--- config.mk ---
export PLATFORM = sky130hd
export DESIGN_NAME = byte_stuff_deframer_top
export DESIGN_NICKNAME = d
export VERILOG_FILES = /design/src/hdl/bsd_pkg.sv /design/src/hdl/bsd_front.sv /design/src/hdl/bsd_queue.sv /design/src/hdl/bsd_back.sv /design/src/hdl/byte_stuff_deframer_top.sv
export SDC_FILE = /design/constraint.sdc
export NUM_CORES = 1
export LEC_CHECK = 0
export BUFFER_PORTS_ARGS = -buffer_cell sky130_fd_sc_hd__buf_2
export CELL_PAD_IN_SITES_DETAIL_PLACEMENT = 1
export CELL_PAD_IN_SITES_GLOBAL_PLACEMENT = 1
export CORE_MARGIN = 2
export CORE_UTILIZATION = 39
export DETAILED_ROUTE_END_ITERATION = 7
export PLACE_DENSITY_LB_ADDON = 0.1
export SYNTH_ARGS = -nofsm -noshare
export SYNTH_HDL_FRONTEND = slang
export SYNTH_SLANG_ARGS = --single-unit
--- constraint.sdc ---
create_clock -name i_clk -period 2.3 [get_ports i_clk]
set_input_delay 0.46 -clock i_clk [delete_from_list [all_inputs] [get_ports i_clk]]
set_output_delay 0.46 -clock i_clk [all_outputs]
set_load 0.1 [all_outputs]
--- src/hdl/bsd_pkg.sv ---
// Shared types and constants for the byte-stuffing deframer.
`timescale 1ns / 1ps

package bsd_pkg;

    localparam int BYTE_W      = 8;
    localparam int KIND_W      = 2;
    localparam int CFG_IDX_W   = 2;
    localparam int QUEUE_DEPTH = 2;

    localparam logic [CFG_IDX_W-1:0] CFG_START_FLAG  = 2'd0;
    localparam logic [CFG_IDX_W-1:0] CFG_END_FLAG    = 2'd1;
    localparam logic [CFG_IDX_W-1:0] CFG_ESCAPE_BYTE = 2'd2;

    localparam logic [BYTE_W-1:0] START_FLAG_RST  = 8'd2;
    localparam logic [BYTE_W-1:0] END_FLAG_RST    = 8'd3;
    localparam logic [BYTE_W-1:0] ESCAPE_BYTE_RST = 8'd16;

    typedef enum logic [KIND_W-1:0] {
        KIND_PAYLOAD = 2'd0,
        KIND_DONE    = 2'd1,
        KIND_ABORT   = 2'd2
    } t_kind;

    typedef struct packed {
        t_kind             kind;
        logic [BYTE_W-1:0] data;
    } t_cmd;

    typedef struct packed {
        logic valid;
        t_cmd cmd;
    } t_push;

endpackage

--- src/hdl/bsd_front.sv ---
// Front end: configuration registers, parse state and byte classification.
`timescale 1ns / 1ps

module bsd_front (
    input  logic                           i_clk,
    input  logic                           i_rst_n,
    input  logic                           i_cfg_we,
    input  logic [bsd_pkg::CFG_IDX_W-1:0]  i_cfg_idx,
    input  logic [bsd_pkg::BYTE_W-1:0]     i_cfg_data,
    input  logic                           i_valid,
    output logic                           o_ready,
    input  logic [bsd_pkg::BYTE_W-1:0]     i_data,
    input  logic                           i_queue_full,
    output bsd_pkg::t_push                 o_push
);
    import bsd_pkg::*;

    typedef enum logic [2:0] {
        ST_HUNT  = 3'b001,
        ST_FRAME = 3'b010,
        ST_ESC   = 3'b100
    } t_state;

    t_state            r_mode, n_mode;
    logic [BYTE_W-1:0] r_start_flag, r_close_flag, r_escape_byte;
    logic              accept;
    t_push             push;

    assign o_ready = !i_queue_full;
    assign accept  = i_valid && !i_queue_full;
    assign o_push  = push;

    always_comb begin
        n_mode          = r_mode;
        push.valid      = 1'b0;
        push.cmd.kind   = KIND_PAYLOAD;
        push.cmd.data   = i_data;
        unique case (r_mode)
            ST_ESC: begin
                n_mode     = ST_FRAME;
                push.valid = 1'b1;
            end
            ST_FRAME: begin
                priority if (i_data == r_close_flag) begin
                    n_mode        = ST_HUNT;
                    push.valid    = 1'b1;
                    push.cmd.kind = KIND_DONE;
                    push.cmd.data = '0;
                end else if (i_data == r_start_flag) begin
                    push.valid    = 1'b1;
                    push.cmd.kind = KIND_ABORT;
                    push.cmd.data = '0;
                end else if (i_data == r_escape_byte) begin
                    n_mode = ST_ESC;
                end else begin
                    push.valid = 1'b1;
                end
            end
            default: begin
                n_mode = (i_data == r_start_flag) ? ST_FRAME : ST_HUNT;
            end
        endcase
        if (!accept) begin
            n_mode     = r_mode;
            push.valid = 1'b0;
        end
    end

    always_ff @(posedge i_clk) begin
        if (!i_rst_n) begin
            r_mode        <= ST_HUNT;
            r_start_flag  <= START_FLAG_RST;
            r_close_flag  <= END_FLAG_RST;
            r_escape_byte <= ESCAPE_BYTE_RST;
        end else begin
            r_mode <= n_mode;
            if (i_cfg_we) begin
                unique case (i_cfg_idx)
                    CFG_START_FLAG:  r_start_flag  <= i_cfg_data;
                    CFG_END_FLAG:    r_close_flag  <= i_cfg_data;
                    CFG_ESCAPE_BYTE: r_escape_byte <= i_cfg_data;
                    default: ;
                endcase
            end
        end
    end

endmodule

--- src/hdl/bsd_queue.sv ---
// Short command queue between the front end and the output stage.
`timescale 1ns / 1ps

module bsd_queue #(
    parameter int DEPTH = bsd_pkg::QUEUE_DEPTH
) (
    input  logic           i_clk,
    input  logic           i_rst_n,
    input  bsd_pkg::t_push i_push,
    output logic           o_full,
    output logic           o_valid,
    output bsd_pkg::t_cmd  o_cmd,
    input  logic           i_pop
);
    import bsd_pkg::*;

    localparam int AW = (DEPTH > 1) ? $clog2(DEPTH) : 1;
    localparam int CW = $clog2(DEPTH + 1);
    localparam logic [AW-1:0] LAST = AW'(DEPTH - 1);
    localparam logic [CW-1:0] FULL = CW'(DEPTH);

    t_cmd          r_mem [DEPTH];
    logic [AW-1:0] r_wr_ptr, r_rd_ptr;
    logic [CW-1:0] r_count;
    logic          do_push, do_pop;

    assign o_full  = (r_count == FULL);
    assign o_valid = (r_count != '0);
    assign o_cmd   = r_mem[r_rd_ptr];
    assign do_push = i_push.valid && !o_full;
    assign do_pop  = i_pop && o_valid;

    always_ff @(posedge i_clk) begin
        if (do_push) begin
            r_mem[r_wr_ptr] <= i_push.cmd;
        end
    end

    always_ff @(posedge i_clk) begin
        if (!i_rst_n) begin
            r_wr_ptr <= '0;
            r_rd_ptr <= '0;
            r_count  <= '0;
        end else begin
            if (do_push) begin
                r_wr_ptr <= (r_wr_ptr == LAST) ? '0 : r_wr_ptr + 1'b1;
            end
            if (do_pop) begin
                r_rd_ptr <= (r_rd_ptr == LAST) ? '0 : r_rd_ptr + 1'b1;
            end
            if (do_push && !do_pop) begin
                r_count <= r_count + 1'b1;
            end else if (do_pop && !do_push) begin
                r_count <= r_count - 1'b1;
            end
        end
    end

endmodule

--- src/hdl/bsd_back.sv ---
// Back end: output register that presents results on the master stream.
`timescale 1ns / 1ps

module bsd_back (
    input  logic                        i_clk,
    input  logic                        i_rst_n,
    input  logic                        i_q_valid,
    input  bsd_pkg::t_cmd               i_q_cmd,
    output logic                        o_q_pop,
    output logic                        o_valid,
    input  logic                        i_ready,
    output logic [bsd_pkg::BYTE_W-1:0]  o_data,
    output logic [bsd_pkg::KIND_W-1:0]  o_kind
);
    import bsd_pkg::*;

    logic              r_valid;
    logic [BYTE_W-1:0] r_data;
    t_kind             r_kind;
    logic              load;

    assign load    = i_q_valid && (!r_valid || i_ready);
    assign o_q_pop = load;
    assign o_valid = r_valid;
    assign o_data  = r_data;
    assign o_kind  = r_kind;

    always_ff @(posedge i_clk) begin
        if (load) begin
            r_data <= i_q_cmd.data;
            r_kind <= i_q_cmd.kind;
        end
    end

    always_ff @(posedge i_clk) begin
        if (!i_rst_n) begin
            r_valid <= 1'b0;
        end else if (load) begin
            r_valid <= 1'b1;
        end else if (i_ready) begin
            r_valid <= 1'b0;
        end
    end

endmodule

--- src/hdl/byte_stuff_deframer_top.sv ---
// Byte-stuffing deframer: strips start, end and escape framing from a byte stream.
// Usage:
//   Slave stream carries one received byte per transfer in s_axis_tdata.
//   Master stream carries one result per transfer: s payload byte in
//   m_axis_tdata (zero for markers) and its kind in m_axis_tuser
//   (0 payload, 1 frame completed, 2 partial frame aborted by a start flag).
//   Bytes outside a frame, the start flag that opens one and an unescaped escape byte give no transfer.
//   Configuration: write start flag (index 0), end flag (1) and escape byte (2)
//   with i_cfg_we while the stream is idle; other indexes are ignored.
// Timing:
//   One byte accepted per cycle while the queue is not full. A result is written
//   into the command queue when its byte is accepted and is then loaded into the
//   output register. The rate is set by the classify step, which is combinational.
// Reset:
//   Flags return to 2, 3 and 16, parsing hunts for a start flag, queue empties.
// Stall:
//   When the receiver holds m_axis_tready low, the output register holds and
//   the queue fills; s_axis_tready drops once the queue is full.
`timescale 1ns / 1ps

module byte_stuff_deframer_top #(
    parameter int QUEUE_DEPTH = bsd_pkg::QUEUE_DEPTH
) (
    input  logic                           i_clk,
    input  logic                           i_rst_n,
    input  logic                           i_cfg_we,
    input  logic [bsd_pkg::CFG_IDX_W-1:0]  i_cfg_idx,
    input  logic [bsd_pkg::BYTE_W-1:0]     i_cfg_data,
    input  logic                           s_axis_tvalid,
    output logic                           s_axis_tready,
    input  logic [bsd_pkg::BYTE_W-1:0]     s_axis_tdata,   // [7:0] in_byte
    output logic                           m_axis_tvalid,
    input  logic                           m_axis_tready,
    output logic [bsd_pkg::BYTE_W-1:0]     m_axis_tdata,   // [7:0] out_byte
    output logic [bsd_pkg::KIND_W-1:0]     m_axis_tuser    // [1:0] kind
);
    import bsd_pkg::*;

    t_push push;
    t_cmd  q_cmd;
    logic  q_full, q_valid, q_pop;

    bsd_front u_front (
        .i_clk        (i_clk),
        .i_rst_n      (i_rst_n),
        .i_cfg_we     (i_cfg_we),
        .i_cfg_idx    (i_cfg_idx),
        .i_cfg_data   (i_cfg_data),
        .i_valid      (s_axis_tvalid),
        .o_ready      (s_axis_tready),
        .i_data       (s_axis_tdata),
        .i_queue_full (q_full),
        .o_push       (push)
    );

    bsd_queue #(
        .DEPTH (QUEUE_DEPTH)
    ) u_queue (
        .i_clk   (i_clk),
        .i_rst_n (i_rst_n),
        .i_push  (push),
        .o_full  (q_full),
        .o_valid (q_valid),
        .o_cmd   (q_cmd),
        .i_pop   (q_pop)
    );

    bsd_back u_back (
        .i_clk     (i_clk),
        .i_rst_n   (i_rst_n),
        .i_q_valid (q_valid),
        .i_q_cmd   (q_cmd),
        .o_q_pop   (q_pop),
        .o_valid   (m_axis_tvalid),
        .i_ready   (m_axis_tready),
        .o_data    (m_axis_tdata),
        .o_kind    (m_axis_tuser)
    );

endmodule

==> results by group <==
Status
  – Status: finished clean

Clock network
  – # hold bufs at CTS: 0
  – Num CTS Buffers: 9
  – Clk slew on worst S/H paths: 0.07 ns
  – H-tree depth: 3
  – Num Clock Sinks: 62
  – Maximum root-to-sink buffer count: 2
  – Insertion delay to the later sink of the worst-skew pair: 0.34 ns
  – Root Buffer: clkbuf_8
  – TritonCTS clock tree: yes

Hold path
  – Worst Hold Endpoint: u_front.r_escape_byte[4]
  – Hold Path Class: in -> reg
  – Hold Crit Depth: 3
  – Worst Hold Launch: i_cfg_data[4]

Finish
  – Fin cells: 371
  – Final Net Count: 310
  – Multi-input gate area: 1150 um^2
  – Fill count: 751
  – Register area: 1540 um^2
  – Layout overhead on the synthesized area: 27.5%
  – Layout cell share with drive strength beyond 1: 33.3%
  – Diodes inserted: 0

Pwr
  – Combinational power share: 30.5%
  – Sw Pwr: 0.00133 W
  – Clock Power Share: 30.2%
  – Leak: 1.40 nW
  – PD cells: 1040 nW/um^2
  – Sequential share of power: 39.4%
  – Internal Power: 0.00222 W
  – PnR Total Power: 0.00355 W
  – VDD IR-drop max: 0.000323 V
  – Net Sw Frac: 37.4%

Yosys
  – Top cells by area, synth: edfxtp_1 (34%), dfxtp_1 (24%), mux2i_1 (9.0%)
  – Cells after synthesis: 225
  – Library cells used by synthesis: 36
  – Post-synthesis sequential area ratio: 57.7%
  – Synthesized area per cell: 11.9 um^2
  – Yosys reg bits: 62
  – Syn nets: 249
  – Post-Synthesis Cell Area: 2670 um^2
  – Syn. warnings: 0
  – Synth area leader: edfxtp_1
  – Share of the synthesized area in the top cell type: 33.7%

Critical path
  – Critical setup path kind: reg -> reg
  – CP required: 2.57 ns
  – Crit. End Element: register
  – RR Endpoint: u_queue.r_count[1]
  – Flop-to-flop setup slack: 0.04 ns
  – Arr. time, crit path: 2.53 ns
  – FF-to-FF Start: u_front.r_escape_byte[0]
  – Reg2Reg Depth: 10
  – Worst setup path startpoint: u_front.r_escape_byte[0]
  – Critical Path Fanout Max: 2
  – CP startpoint kind: register

Detailed routing
  – Vias per cell: 4.94
  – ANT nets after route: 0
  – Via count: 1834
  – Pre-antenna DRT Iters: 4
  – DR DRC count: 0
  – Final wirelength: 5830 um
  – DR iter-0 viols: 38
  – Routed length per instance: 15.7 um

Global routing
  – Grt ovf: 0
  – Initial antenna violation count: 0
  – Vias in the first global route: 1977
  – Top Usage Layer GRT: met2
  – M1 GR Usage: 19.9%
  – First-pass GRT wire length: 9580 um
  – Largest net degree at the start of global routing: 20
  – Routing usage on met2: 29.5%
  – Met3 usage: 4.00%
  – Overall Global Routing Usage: 17.0%

Timing
  – Unrepaired setup endpoints after global routing: yes
  – Worst-Margin Slew: 0.619 ns
  – Slew HR: 58.6%
  – Fin crit share: 98.1%
  – Max-slew violations: 0
  – Post-route minimum period: 2.26 ns
  – Clk_skew: 0.00999 ns
  – Final setup viols: 0
  – Final Hold Viols: 0
  – Highest Clock Rate: 443 MHz
  – Hold WS: 0.382 ns
  – Setup TNS: 0 ns

Die
  – I/O Pins: 35
  – Total core area: 6720 um^2
  – Row count: 30
  – Die Area: 7520 um^2
  – Die Span Y: 86.7 um
  – Die W: 86.7 um
  – Initial Utilization: 39.7%

Placement
  – GP Congestion: 0.756
  – IO buf count: 34
  – Final HPWL DP: 4330 um
  – Placed cell count: 353

Flow run
  – Max Cap Viol: 0
stage by stage:
step | cell area [um^2] | setup WS, ns | utilization (%)
4_1_cts | 3350 | -0.00909 | 49.8
3_5_place_dp | 3100 | -0.365 | 46.2
2_1_floorplan | 2690 | -0.0754 | -
3_3_place_gp | 3100 | -0.246 | 46.2
6_report | 3400 | 0.0445 | 50.7
5_1_grt | 3400 | -0.130 | 50.7
cell usage in the layout (no fill, tap or decap), types with 2 or more instances in the layout:
| cell | n |
|---|---|
| a31oi_1 | 2 |
| and2_1 | 9 |
| buf_2 | 34 |
| buf_4 | 21 |
| buf_6 | 2 |
| bufinv_16 | 2 |
| clkbuf_8 | 10 |
| clkinv_1 | 2 |
| dfxtp_1 | 30 |
| dfxtp_2 | 2 |
| edfxtp_1 | 30 |
| inv_1 | 2 |
| mux2_2 | 10 |
| mux2i_1 | 24 |
| nand2_1 | 8 |
| nand2b_1 | 2 |
| nand3b_1 | 2 |
| nand4_1 | 4 |
| nor2_1 | 29 |
| nor3_1 | 5 |
| nor3b_1 | 2 |
| nor4_1 | 2 |
| o2111ai_1 | 2 |
| o21ai_0 | 4 |
| xnor2_1 | 12 |
| xnor2_2 | 5 |
| xor2_1 | 11 |
layout make-up:
type | count | share of cell area [%]
clock buffers | 10 | 4.04
repair buffers | 58 | 10.9
clock inverters | 6 | 2.50
multi-input cells | 152 | 33.9
well taps | 80 | 2.94
flip-flops and latches | 62 | 45.4
inverters | 3 | 0.331
power by group through the flow:
stage | Combinational [W] | Sequential (W) | Clock, W
after floorplan | 0.000397 | 0.00188 | 0
after global placement | 0.00106 | 0.00142 | 0
after detailed placement | 0.00108 | 0.00142 | 0
after CTS | 0.00109 | 0.00140 | 0.00110
after global routing | 0.00115 | 0.00141 | 0.00114
final | 0.00108 | 0.00140 | 0.00107
per-layer routing:
| layer | routed length [um] | vias to the layer above |
|---|---|---|
| li1 | - | 920 |
| met5 | 0 | - |
| met3 | 167 | 9 |
| met4 | 95 | 0 |
| met1 | 2650 | 870 |
| met2 | 2920 | 35 |
synth_stat cells, drive strengths merged:
library cell	number
and4	1
or2	1
nand2b	3
xnor2	17
ha	1
inv	2
nand3b	2
mux2i	24
or3	1
clkinv	1
nand2	8
nor2b	1
a21oi	1
nor3b	4
nor3	5
o211ai	1
o21ai	4
nor2	30
nand4	5
nor4	3
a2111oi	1
nand3	1
clkbuf	7
buf	1
and3	1
edfxtp	30
o21bai	1
and2	10
mux2	10
dfxtp	32
o31ai	1
xor2	11
o2111ai	2
a31oi	2
cell families (layout without fill, tap and decap cells):
kind of cell | Yosys count | count (layout) | synth area share (%)
simple gates | 76 | 76 | 14.6
flops | 62 | 62 | 57.7
mux | 34 | 34 | 13.2
xor+xnor | 28 | 28 | 9.18
compound gates | 13 | 13 | 3.28
buf+inv | 11 | 77 | 1.55
fa+ha+maj | 1 | 1 | 0.469
flip-flops by register name, summed over array words and instances, names as in the netlist:
register / cells
u_queue.r_mem: 20
u_back.o_data: 8
u_front.r_close_flag: 8
u_front.r_escape_byte: 8
u_front.r_start_flag: 8
u_front.r_mode: 3
u_back.o_kind: 2
u_queue.r_count: 2
u_back.o_valid: 1
u_queue.r_rd_ptr: 1
u_queue.r_wr_ptr: 1
how the worst max path moves through the flow:
stage                          endpoint  slack (ns)
finish               u_queue.r_count[1]        0.04
global route         u_queue.r_count[1]       -0.13
CTS                  u_queue.r_count[1]      -0.009
detailed placement   u_queue.r_count[1]       -0.37
global placement     u_queue.r_count[1]       -0.25
floorplan           u_queue.r_mem[0][0]       -0.08
what timing repair did:
action	CTS	global route
hold endpoints to repair	0	0
setup buffers	1	1
pin swaps	2	6
gates resized for setup	2	10
setup endpoints to repair	1	2
worst max-delay path, cell delays in order, from the launching register on:
cell and delay (ns):
dfxtp_1 0.32, xor2_1 0.16, nor4_1 0.29, buf_4 0.17, o211ai_1 0.13, nor3b_2 0.24, nor2_1 0.08, ha_2 0.18
xor2_1 0.15, or3_1 0.32, a21oi_1 0.14
Note: power is estimated with default switching activity, not from simulation.
